<file path="src/sfmf_pkg.sv">
// ---------------------------------------------------------------------------
// sfmf_pkg
// shared types and constants for the substring first-match finder
// ---------------------------------------------------------------------------
package sfmf_pkg;

   // sizing
   localparam int PATTERN_MAX    = 8;
   localparam int POSITION_BITS  = 16;
   localparam int INDEX_BITS     = 16;
   localparam int BYTE_BITS      = 8;
   localparam int LEN_BITS       = 4;
   localparam int PATTERN_BITS   = 64;
   localparam int PATTERN_LANES  = PATTERN_BITS / BYTE_BITS;
   localparam int LANE_BITS      = $clog2(PATTERN_LANES);
   localparam int WIDE_BITS      = (POSITION_BITS > INDEX_BITS) ? POSITION_BITS : INDEX_BITS;

   // input queue between front and back
   localparam int QUEUE_DEPTH    = 2;
   localparam int QUEUE_PTR_BITS = (QUEUE_DEPTH > 1) ? $clog2(QUEUE_DEPTH) : 1;
   localparam int QUEUE_CNT_BITS = $clog2(QUEUE_DEPTH + 1);

   // csr register indexes
   typedef enum logic [0:0] {
      CSR_PATTERN_BYTES  = 1'b0,
      CSR_PATTERN_LENGTH = 1'b1
   } csr_index_type;

   // one text byte as it travels through the queue
   typedef struct packed {
      logic                 last_byte;
      logic [BYTE_BITS-1:0] text_byte;
   } item_type;

   // queue head as seen by the back end
   typedef struct packed {
      logic     valid;
      item_type item;
   } head_type;

   // one search result
   typedef struct packed {
      logic [INDEX_BITS-1:0] end_index;
      logic [INDEX_BITS-1:0] start_index;
      logic                  found;
   } result_type;

endpackage

</file>
<file path="src/sfmf_front.sv">
// ---------------------------------------------------------------------------
// sfmf_front
// accepts text byte transactions and holds them in a short queue
// ---------------------------------------------------------------------------
module sfmf_front
   import sfmf_pkg::*;
(
   input  logic                 clock,
   input  logic                 reset,
   input  logic                 in_valid,
   output logic                 in_ready,
   input  logic [BYTE_BITS-1:0] in_byte,
   input  logic                 in_last,
   output head_type             head,
   input  logic                 pop
);

   item_type                  store_ff [QUEUE_DEPTH];
   logic [QUEUE_PTR_BITS-1:0] wr_ptr_ff, wr_ptr_in;
   logic [QUEUE_PTR_BITS-1:0] rd_ptr_ff, rd_ptr_in;
   logic [QUEUE_CNT_BITS-1:0] count_ff, count_in;
   logic                      push;
   logic                      do_pop;

   assign in_ready = (count_ff != QUEUE_CNT_BITS'(QUEUE_DEPTH));
   assign push     = in_valid && in_ready;
   assign do_pop   = pop && (count_ff != '0);

   assign head.valid = (count_ff != '0);
   assign head.item  = store_ff[rd_ptr_ff];

   always_comb begin
      wr_ptr_in = wr_ptr_ff;
      rd_ptr_in = rd_ptr_ff;
      count_in  = count_ff;
      if (push) begin
         wr_ptr_in = (wr_ptr_ff == QUEUE_PTR_BITS'(QUEUE_DEPTH - 1)) ? '0 : wr_ptr_ff + 1'b1;
      end
      if (do_pop) begin
         rd_ptr_in = (rd_ptr_ff == QUEUE_PTR_BITS'(QUEUE_DEPTH - 1)) ? '0 : rd_ptr_ff + 1'b1;
      end
      if (push && !do_pop) begin
         count_in = count_ff + 1'b1;
      end else if (do_pop && !push) begin
         count_in = count_ff - 1'b1;
      end
   end

   always_ff @(posedge clock) begin
      if (reset) begin
         wr_ptr_ff <= '0;
         rd_ptr_ff <= '0;
         count_ff  <= '0;
      end else begin
         wr_ptr_ff <= wr_ptr_in;
         rd_ptr_ff <= rd_ptr_in;
         count_ff  <= count_in;
      end
   end

   // payload storage, no reset
   always_ff @(posedge clock) begin
      if (push) begin
         store_ff[wr_ptr_ff] <= '{last_byte: in_last, text_byte: in_byte};
      end
   end

endmodule

</file>
<file path="src/sfmf_back.sv">
// ---------------------------------------------------------------------------
// sfmf_back
// shift window, parallel pattern compare and registered result
// ---------------------------------------------------------------------------
module sfmf_back
   import sfmf_pkg::*;
(
   input  logic                    clock,
   input  logic                    reset,
   input  logic [PATTERN_BITS-1:0] pattern_bytes,
   input  logic [LEN_BITS-1:0]     pattern_length,
   input  head_type                head,
   output logic                    pop,
   output logic                    out_valid,
   input  logic                    out_ready,
   output result_type              out_result
);

   logic [BYTE_BITS-1:0]     window_ff [PATTERN_MAX];
   logic [BYTE_BITS-1:0]     window_in [PATTERN_MAX];
   logic [POSITION_BITS-1:0] pos_ff, pos_in, pos_next;
   logic                     reported_ff, reported_in;
   logic                     out_valid_ff, out_valid_in;
   result_type               result_ff, result_in;
   logic [LEN_BITS-1:0]      len;
   logic [LEN_BITS-1:0]      lane_idx;
   logic [BYTE_BITS-1:0]     lanes [PATTERN_LANES];
   logic [BYTE_BITS-1:0]     shifted [PATTERN_MAX];
   logic                     match;
   logic                     emit;
   logic [WIDE_BITS-1:0]     start_wide;
   logic [WIDE_BITS-1:0]     end_wide;

   // room in the output register, or it empties this cycle
   assign pop        = head.valid && (!out_valid_ff || out_ready);
   assign out_valid  = out_valid_ff;
   assign out_result = result_ff;

   assign len = (pattern_length > LEN_BITS'(PATTERN_MAX)) ? LEN_BITS'(PATTERN_MAX)
                                                          : pattern_length;

   always_comb begin
      for (int k = 0; k < PATTERN_LANES; k++) begin
         lanes[k] = pattern_bytes[k*BYTE_BITS +: BYTE_BITS];
      end
   end

   // window with the new byte shifted in at entry 0
   always_comb begin
      shifted[0] = head.item.text_byte;
      for (int i = 1; i < PATTERN_MAX; i++) begin
         shifted[i] = window_ff[i-1];
      end
   end

   assign pos_next = (pos_ff == '1) ? pos_ff : pos_ff + 1'b1;

   always_comb begin
      match    = (len != '0) && (pos_next >= POSITION_BITS'(len));
      lane_idx = '0;
      for (int j = 0; j < PATTERN_MAX; j++) begin
         lane_idx = len - LEN_BITS'(1) - LEN_BITS'(j);
         if ((LEN_BITS'(j) < len) && (shifted[j] != lanes[lane_idx[LANE_BITS-1:0]])) begin
            match = 1'b0;
         end
      end
   end

   assign start_wide = WIDE_BITS'(pos_next - POSITION_BITS'(len));
   assign end_wide   = WIDE_BITS'(pos_next);

   always_comb begin
      window_in    = window_ff;
      pos_in       = pos_ff;
      reported_in  = reported_ff;
      out_valid_in = out_valid_ff && !out_ready;
      result_in    = result_ff;
      emit         = 1'b0;
      if (pop) begin
         if (!reported_ff) begin
            window_in = shifted;
            pos_in    = pos_next;
            if (match) begin
               reported_in           = 1'b1;
               emit                  = 1'b1;
               result_in.found       = 1'b1;
               result_in.start_index = start_wide[INDEX_BITS-1:0];
               result_in.end_index   = end_wide[INDEX_BITS-1:0];
            end else if (head.item.last_byte) begin
               emit      = 1'b1;
               result_in = '0;
            end
         end
         if (head.item.last_byte) begin
            for (int i = 0; i < PATTERN_MAX; i++) begin
               window_in[i] = '0;
            end
            pos_in      = '0;
            reported_in = 1'b0;
         end
         if (emit) begin
            out_valid_in = 1'b1;
         end
      end
   end

   always_ff @(posedge clock) begin
      if (reset) begin
         for (int i = 0; i < PATTERN_MAX; i++) begin
            window_ff[i] <= '0;
         end
         pos_ff       <= '0;
         reported_ff  <= 1'b0;
         out_valid_ff <= 1'b0;
      end else begin
         window_ff    <= window_in;
         pos_ff       <= pos_in;
         reported_ff  <= reported_in;
         out_valid_ff <= out_valid_in;
      end
   end

   always_ff @(posedge clock) begin
      result_ff <= result_in;
   end

endmodule

</file>
<file path="src/substring_first_match_finder_top.sv">
// ---------------------------------------------------------------------------
// substring_first_match_finder_top
// finds the first occurrence of a configured pattern in a byte stream
// ---------------------------------------------------------------------------
//
// channel   direction  handshake              payload
// req_      in         req_tvalid/req_tready  tdata = text_byte, tlast = last_byte
// rsp_      out        rsp_tvalid/rsp_tready  tuser = found, tdata = start/end index
// csr_      in         csr_valid/csr_ready    csr_index selects register, csr_data
//
// one text byte per cycle sustained while no result waits on rsp_tready; a byte
// is written into the queue and compared at the queue head, and the first match
// or a stream's last byte registers a result that drives rsp_tvalid
// reset is synchronous and clears queue, window, position and the csr registers
// the two-entry queue lets the front keep taking bytes while the result
// register waits on rsp_tready; req_tready drops only when the queue is full
// csr writes are always taken and must only happen while the block is idle
// ---------------------------------------------------------------------------
module substring_first_match_finder_top
   import sfmf_pkg::*;
(
   input  logic                      clock,
   input  logic                      reset,

   // text byte stream
   input  logic                      req_tvalid,
   output logic                      req_tready,
   input  logic [BYTE_BITS-1:0]      req_tdata,   // [7:0] text_byte
   input  logic                      req_tlast,   // last_byte

   // search results
   output logic                      rsp_tvalid,
   input  logic                      rsp_tready,
   output logic [2*INDEX_BITS-1:0]   rsp_tdata,   // [15:0] start_index, [31:16] end_index
   output logic [0:0]                rsp_tuser,   // [0] found

   // register writes
   input  logic                      csr_valid,
   output logic                      csr_ready,
   input  logic [0:0]                csr_index,
   input  logic [PATTERN_BITS-1:0]   csr_data
);

   logic [PATTERN_BITS-1:0] pattern_bytes_ff;
   logic [LEN_BITS-1:0]     pattern_length_ff;
   head_type                head;
   logic                    pop;
   result_type              result;
   csr_index_type           csr_sel;

   // register port never stalls
   assign csr_ready = 1'b1;
   assign csr_sel   = csr_index_type'(csr_index);

   always_ff @(posedge clock) begin
      if (reset) begin
         pattern_bytes_ff  <= '0;
         pattern_length_ff <= '0;
      end else if (csr_valid && csr_ready) begin
         unique case (csr_sel)
            CSR_PATTERN_BYTES:  pattern_bytes_ff  <= csr_data;
            CSR_PATTERN_LENGTH: pattern_length_ff <= csr_data[LEN_BITS-1:0];
            default: ;
         endcase
      end
   end

   // front: take byte transactions into the queue
   sfmf_front u_front (
      .clock    (clock),
      .reset    (reset),
      .in_valid (req_tvalid),
      .in_ready (req_tready),
      .in_byte  (req_tdata),
      .in_last  (req_tlast),
      .head     (head),
      .pop      (pop)
   );

   // back: window shift, compare, result register
   sfmf_back u_back (
      .clock          (clock),
      .reset          (reset),
      .pattern_bytes  (pattern_bytes_ff),
      .pattern_length (pattern_length_ff),
      .head           (head),
      .pop            (pop),
      .out_valid      (rsp_tvalid),
      .out_ready      (rsp_tready),
      .out_result     (result)
   );

   // result packing, start index in the low half
   assign rsp_tdata = {result.end_index, result.start_index};
   assign rsp_tuser = result.found;

endmodule
</file>
<file path="config.mk">
export PLATFORM = sky130hd
export DESIGN_NAME = substring_first_match_finder_top
export DESIGN_NICKNAME = d
export VERILOG_FILES = /design/src/sfmf_pkg.sv /design/src/sfmf_front.sv /design/src/sfmf_back.sv /design/src/substring_first_match_finder_top.sv
export SDC_FILE = /design/constraint.sdc
export NUM_CORES = 1
export LEC_CHECK = 0
export ABC_AREA = 1
export BUFFER_PORTS_ARGS = -buffer_cell sky130_fd_sc_hd__buf_4
export CAP_MARGIN = 20
export CORE_MARGIN = 3
export CORE_UTILIZATION = 45
export CTS_CLUSTER_SIZE = 24
export DETAILED_ROUTE_END_ITERATION = 16
export HOLD_SLACK_MARGIN = 0.08
export PLACE_DENSITY = 0.69
export SYNTH_ARGS = -nofsm -noshare
export SYNTH_HDL_FRONTEND = slang
export SYNTH_HIERARCHICAL = 1
export SYNTH_SLANG_ARGS = --single-unit
</file>
<file path="constraint.sdc">
create_clock -name clock -period 4 [get_ports clock]
set_input_delay 0.6 -clock clock [delete_from_list [all_inputs] [get_ports clock]]
set_output_delay 0.6 -clock clock [all_outputs]
set_load 0.02 [all_outputs]
</file>
---- Word-level counts from Yosys, hierarchy flattened ----
Memory sizes are Yosys's and may differ from the RTL's. A register that Yosys moved wholly into a read port is not among the register bits.
Index checks and enable logic that the tools add are counted.
storage, ports and cells
  flip-flop bits (word level) ............. 179
  bits in writable memories ............... 18
  input port bits ......................... 79
  output and inout bits ................... 36
  logic and storage cells ................. 157
  memories ................................ 1
operators by class
  $add $sub $neg .......................... 14
  order comparisons ....................... 18
  equal/unequal tests ..................... 11
  multiplexer cells ....................... 57
  bitwise operators ....................... 10
  reduce and logical (&&, ||, !) cells .... 28
memory list
  memory            depth  width  read ports  clocked after memory_dff  write ports  RTL line          RTL
  u_front.store_ff  2      9      1           1                         1            sfmf_front.sv:18  item_type store_ff [QUEUE_DEPTH];
operators by type and width
  operator                                                   count
  binary-select mux 8 bit (select 3 bit)                     8
  2-to-1 mux 64 bit                                          2
  2-to-1 mux 8 bit                                           16
  2-to-1 mux 33 bit                                          2
  != test 8 bit                                              8
  2-to-1 mux 16 bit                                          3
  >= comparator 4 bit, second input constant                 8
  NOT 3 -> 4 bit                                             8
  2-to-1 mux 1 bit                                           23
  adder 16 x 1 -> 16 bit, second input constant              1
  equality test 16 bit, second input constant                1
  >= comparator 16 x 4 -> 1 bit                              1
  less-than comparator 3 x 4 -> 1 bit, first input constant  4
  subtractor 16 x 4 -> 16 bit                                1
  logical AND 1 bit                                          15
  subtractor 3 bit, second input constant                    4
  less-than comparator 1 x 4 -> 1 bit, first input constant  2
  less-than comparator 2 x 4 -> 1 bit, first input constant  2
  AND reduction 2 bit                                        3
  nonzero test 2 bit                                         3
  subtractor 3 x 1 -> 3 bit, second input constant           2
  subtractor 3 x 2 -> 3 bit, second input constant           2
  greater-than comparator 4 bit, second input constant       1
  zero test 1 bit                                            4
  10 further kinds                                           14

---- Depth between registers and ports, before layout ----
  depth in word-level cells ............... 22
  depth in mapped cells ................... 29
  depth with buffers taken out ............ 25

---- Hierarchy ----
The synthesis kept the hierarchy.
modules (own cells, without submodules)
  module                            instances  cells an instance  area an instance (µm²)  sequential area each (µm²)
  sfmf_back                         1          1583               8996.1                  2472.4
  substring_first_match_finder_top  1          434                2909.0                  1361.3
  sfmf_front                        1          65                 905.9                   640.6

---- Worst setup path before layout ----
No wires, ideal clock.
  path kind ............................... register to register
  start ................................... reg pattern_length_ff[3]
  end ..................................... reg u_back.result_ff, in the netlist u_back/out_result[0], enable pin
  library setup time ...................... 0.388 ns
  data arrival time ....................... 3.558 ns
  required time ........................... 3.612 ns
  setup slack ............................. 0.055 ns
  stages on the path, launching flop included .. 27
  path buffers ............................ 6
  period minus slack after synthesis ...... 3.945 ns
  cell sequence ........................... dfxtp_1 > buf_4 > inv_2 > buf_6 > nand2_4 > buf_2 > ha_1 > buf_2 > inv_2 > buf_1 > nand3_1 > nand2_1 > nand2_1 > nand2_1 > nand2_1 > nand2_1 > nand3_1 > nor2_1 > nand2_1 > nand2_1 > nand2_1 > nor3_1 > nand2_1 > buf_4 > nand2_1 > nand2_1 > inv_1
between the ends
  word-level cells in the longest chain between the ends .. 19
  elaborated cells between the ends (all ways) .. 79
  those cells by class .................... add/sub (8); order compare (10); eq/ne (8); mux (33); bitwise (8); reduce/logical (12)
ends and longest elaborated chain
  item                                                                                            RTL line                                RTL
  start, declared                                                                                 substring_first_match_finder_top.sv:45  logic [LEN_BITS-1:0] pattern_length_ff;
  start signal, assigned                                                                          substring_first_match_finder_top.sv:62  CSR_PATTERN_LENGTH: pattern_length_ff <= csr_data[LEN_BITS-1:0];
  greater-than comparator 4 bit                                                                   sfmf_back.sv:39                         assign len = (pattern_length > LEN_BITS'(PATTERN_MAX)) ? LEN_BITS'(PATTERN_MAX)
  2-to-1 mux 4 bit *                                                                              sfmf_back.sv:39
  subtractor 3 x 1 -> 3 bit                                                                       sfmf_back.sv:62                         lane_idx = len - LEN_BITS'(1) - LEN_BITS'(j);
  subtractor 3 x 1 -> 3 bit or NOT 3 -> 4 bit (tied branches)                                     sfmf_back.sv:62, sfmf_back.sv:63
  NOT 3 -> 4 bit (implied by the code) or binary-select mux 8 bit (select 3 bit) (tied branches)  sfmf_back.sv:63                         if ((LEN_BITS'(j) < len) && (shifted[j] != lanes[lane_idx[LANE_BITS-1:0]])) begin
  binary-select mux 8 bit (select 3 bit) or 2-to-1 mux 8 bit (tied branches)                      sfmf_back.sv:63
  2-to-1 mux 8 bit (implied by the code)                                                          sfmf_back.sv:63
  2-to-1 mux 8 bit (implied by the code) or != test 8 bit (tied branches)                         sfmf_back.sv:63
  != test 8 bit or logical AND 1 bit (tied branches)                                              sfmf_back.sv:63
  logical AND 1 bit or 2-to-1 mux 1 bit (tied branches)                                           sfmf_back.sv:63
  2-to-1 mux 1 bit (6 in series)                                                                  sfmf_back.sv:63
  2-to-1 mux 1 bit *                                                                              sfmf_back.sv:63
  nonzero test 2 bit (no source line) *                                                           --
  AND reduction 3 bit (no source line) *                                                          --
  end signal, assigned                                                                            sfmf_back.sv:124                        result_ff <= result_in;
  end, declared                                                                                   sfmf_back.sv:24                         result_type result_ff, result_in;
Mark *: on every way between the ends. The rest lies on a longest branch, timed or not. The select of a mux whose other input is x is not followed.
A chain may end at the register's enable or synchronous reset.

---- Worst setup path after layout ----
  start ................................... reg pattern_length_ff[3]
  end ..................................... reg u_back.result_ff, in the netlist u_back/out_result[18], enable pin
The elaborated chain is that of the path after synthesis.

==> results.md <==
| Group | Item | Reported |
| --- | --- | --- |
| sta | Worst Setup Slack, final | 392 ps |
| yosys | Seq/Total Area, Yosys | 0.349 |
| sta | Sum of negative setup slack | 0 ps |
| detailed routing | Wire length per cell after detailed routing | 16.6 um |
| yosys | Post-Synthesis Cells | 2082 |
| global route | GR Util All Layers | 0.273 |
| worst setup path | Kind of end point of the critical path | register |
| worst setup path | Critical path launch point type | register |
| yosys | Post-Syn Area per Cell | 6.15 um^2 |
| sta | Relative slew margins | 0.319 |
| sta | Clock tree skew after final layout | 16.5 ps |
| worst setup path | Worst stage delay on the critical path | 450 ps |
| die | Top-level port count | 115 |
| cts | Clock buffers created by TritonCTS | 17 |
| die | Initial Util | 0.459 |
| place | Half-perimeter wire length of the detailed placement result | 32.1 mm |
| sta | Max Clock Freq | 0.277 GHz |
| status | Outcome | finished, final reports clean |
| place | Port Buffers | 113 |
| die | Die Span X | 175 um |
| place | Placer's final routability congestion estimate | 1.02 |
| worst setup path | Kind of cell adding the most delay to the critical path | simple AND/OR/NAND/NOR gates |
| global route | Vias in the first global route | 12200 |
| cts | Num Clock Sinks | 198 |
| min path | Worst min path class | primary input to register |
| yosys | Synth warnings | 6 |
| power and ir drop | Total power | 6.48 mW |
| layout | Final design utilization | 0.516 |
| global route | Maximum number of pins on one net before global-route repair | 73 |
| global route | Wire length of the first global-routing pass | 66.5 mm |
| worst setup path | Depth of the most critical reg-to-reg path | 23 |
| worst setup path | Worst-path cell with the longest stage delay | inv_2 |
| global route | Global route total overflow | 0 |
| place | Placed instance count | 2497 |
| worst setup path | Largest fanout on the critical path | 33 |
| cts | Number of buffers on the longest clock path | 2 |
| run | Number of violations of the max-capacitance limit | 0 |
| worst setup path | Path type of the worst setup path | register to register |
| power and ir drop | Power per unit of standard cell area | 449 mW/mm^2 |
| detailed routing | Detailed-routing iteration count for the pre-antenna-repair pass | 5 |
| cts | Root cell of the clock tree | clkbuf_16 |
| power and ir drop | Static Leakage | 6.83 nW |
| worst setup path | Worst reg2reg startpoint | pattern_length_ff[3]$_SDFFE_PP0P_ |
| detailed routing | DRC errors left | 0 |
| power and ir drop | Maximum vdd ir drop | 325 uV |
| detailed routing | Final routed wirelength across all metal layers | 41.9 mm |
| worst setup path | Destination of the worst register-to-register timing path | u_back/out_result[18]$_SDFFCE_PN0P_ |
| global route | Antenna violations before repair | 1 |
| layout | Antenna diode instance count | 0 |
| sta | Final setup violating endpoints | 0 |
| yosys | Cell area after synthesis | 0.0128 mm^2 |
| worst setup path | Crit path top cell by count | nand2_1 |
| worst setup path | Bufs and invs on worst path | 5 |
| cts | Number of setup buffers added after CTS | 0 |
| die | Core area | 0.0279 mm^2 |
| sta | Final number of max-transition violations | 0 |
| die | Std cell rows | 61 |
| worst setup path | Worst EP required | 4140 ps |
| sta | Worst-margin pin slew | 1020 ps |
| detailed routing | Number of vias in the routed layout | 13500 |
| sta | Final critical-path share of the clock period | 0.902 |
| layout | Area grow syn2layout | 12.6% |
| cts | CTS clk-pin slew, worst paths | 80 ps |
| min path | Depth of the worst hold-timing path | 1 |
| yosys | Yosys reg bits | 198 |
| worst setup path | Launching instance or port of the critical path | pattern_length_ff[3]$_SDFFE_PP0P_ |
| detailed routing | Post-route antenna net violation count | 0 |
| sta | Hold slack | 339 ps |
| die | Die area | 0.0305 mm^2 |
| detailed routing | Initial detailed-routing violation count | 1399 |
| layout | Nets@finish | 2224 |
| cts | Htree depth | 4 |
| cts | TritonCTS clock tree | yes |
| place | Total cell area at the placement stage | 0.0138 mm^2 |
| yosys | Synthesized Nets | 2168 |
| cts | Clk_lat worst skew | 450 ps |
| place | Pre-CTS setup slack | 275 ps |
| worst setup path | CP Data Arrival Time | 3740 ps |
| yosys | Post-synth cell types | 38 |
| detailed routing | Detailed-route vias per instance | 5.32 |
| worst setup path | Cell Chain, Critical Path | inv_2, nand2_4, ha_1, inv_2, nand3_1, nand2_4, nand2_1, nand2_1, nand2_1, nand2_1, nand2_1, nor2_1, nand2_1, nand2_1, nand2_1, inv_1, nand2_1, nand2_1, nand2_1, nand2_1, nand2_1, inv_1, buf_12 |
| layout | Finished Layout Cells | 2529 |
| sta | Fin. Hold Viols | 0 |
| die | Chip Height | 175 um |
| layout | Final instance area | 0.0144 mm^2 |
| layout | Fraction of final layout cells sized beyond drive strength 1 | 0.104 |
| worst setup path | R2r setup slk | 390 ps |
| sta | RSZ-0062 raised after global routing | no |
| sta | Final critical delay including setup and external delays | 3610 ps |
| min path | Endpoint, Worst Hold | u_front/store_ff[0][3]$_DFFE_PP_ |
| min path | Hold wc startpoint | req_tdata[3] |
## kinds of logic (layout without fill, tap and decap cells)
logic type | Yosys count | after routing | share of synthesized area
buffers and inverters | 310 | 379 | 0.105
AO/OA/AOI/OAI | 109 | 109 | 0.0452
AND/OR/NAND/NOR | 1438 | 1438 | 0.479
flip-flops | 198 | 198 | 0.349
multiplexers | 9 | 9 | 0.00791
adder cells (fa/ha/maj) | 7 | 7 | 0.00684
XOR/XNOR | 10 | 10 | 0.00684
other | 1 | 1 | 0.000293
## synth_stat cells, drive strengths merged
library cell	count	area (um^2)
dfxtp	147	2940
clkinv	1	5.00
xnor2	7	61.3
nor3	7	35.0
o21ai	10	50.0
o21a	3	22.5
nand2	802	3070
edfxtp	51	1530
buf	70	443
nand3	367	1850
a21oi	92	479
nor3b	2	15.0
inv	207	777
xor2	3	26.3
nand4	8	50.1
nand3b	30	225
mux2	9	101
conb	1	3.75
nor2	217	848
or2	5	31.3
a21boi	1	7.51
ha	7	87.6
o211ai	1	7.51
clkbuf	32	120
a31oi	2	12.5
## per-layer routing
| layer | track usage | vias up | part of all wire |
|---|---|---|---|
| li1 | - | 6704 | - |
| met1 | 0.393 | 6166 | 0.46 |
| met2 | 0.423 | 523 | 0.43 |
| met3 | 0.0337 | 71 | 0.069 |
| met4 | 0.0964 | 0 | 0.035 |
| met5 | 0 | - | 0 |
## final cells by class
cell class / count / area (um^2)
Tap cell: 378 / 473
Inverter: 208 / 782
Clock inverter: 14 / 175
Timing Repair Buffer: 139 / 1080
Sequential cell: 198 / 4470
Multi-Input combinational cell: 1574 / 7000
Fill cell: 2914 / 13500
Clock buffer: 18 / 429
## state kept, by name (all words and copies together) (netlist names), 2 cells and up, named ones only
signal	count
pattern_length_ff	4
pattern_bytes_ff	64
u_front/count_ff	2
u_back/out_result	33
u_back/shifted	56
u_front/store_ff	18
u_back/pos_ff	16
## where the power goes
group          leakage (nW)  internal (mW)  total [mW]  switching [mW]
Sequential             1.68           2.31        2.48           0.166
Clock                 0.293          0.855        1.77           0.919
Combinational          4.85          0.705        2.23            1.53
Total                  6.83           3.87        6.48            2.61
## how the worst max path moves through the flow
stage                                               end  cells after the start
floorplan            u_back/out_result[0]$_SDFFCE_PP1P_                     26
global placement    u_back/out_result[12]$_SDFFCE_PN0P_                     19
detailed placement  u_back/out_result[10]$_SDFFCE_PN0P_                     19
CTS                 u_back/out_result[10]$_SDFFCE_PN0P_                     19
global route        u_back/out_result[10]$_SDFFCE_PN0P_                     19
finish              u_back/out_result[18]$_SDFFCE_PN0P_                     23
## cell usage in the layout, fill, tap and decap left out, types with 17 or more instances in the layout
cell,synthesis,routed
clkbuf_16,0,17
inv_1,194,194
nand3b_1,30,30
nand3_1,365,364
a21oi_1,87,87
nand2_1,789,789
dfxtp_1,147,147
buf_4,15,135
edfxtp_1,51,51
nor2_1,213,212
## worst register-to-register path: cells and delay by family, from the launching register on
family,cells,cell delay (ps)
simple gates,17,1620
buf+inv,5,1010
flops,1,330
fa+ha+maj,1,320
## what timing repair did
action,in CTS,in global routing
gates resized for setup,0,2
endpoints found under the setup margin,0,8
endpoints found under the hold margin,0,0
hold buffers,0,0
No activity file was read; power rests on OpenSTA's default activity.
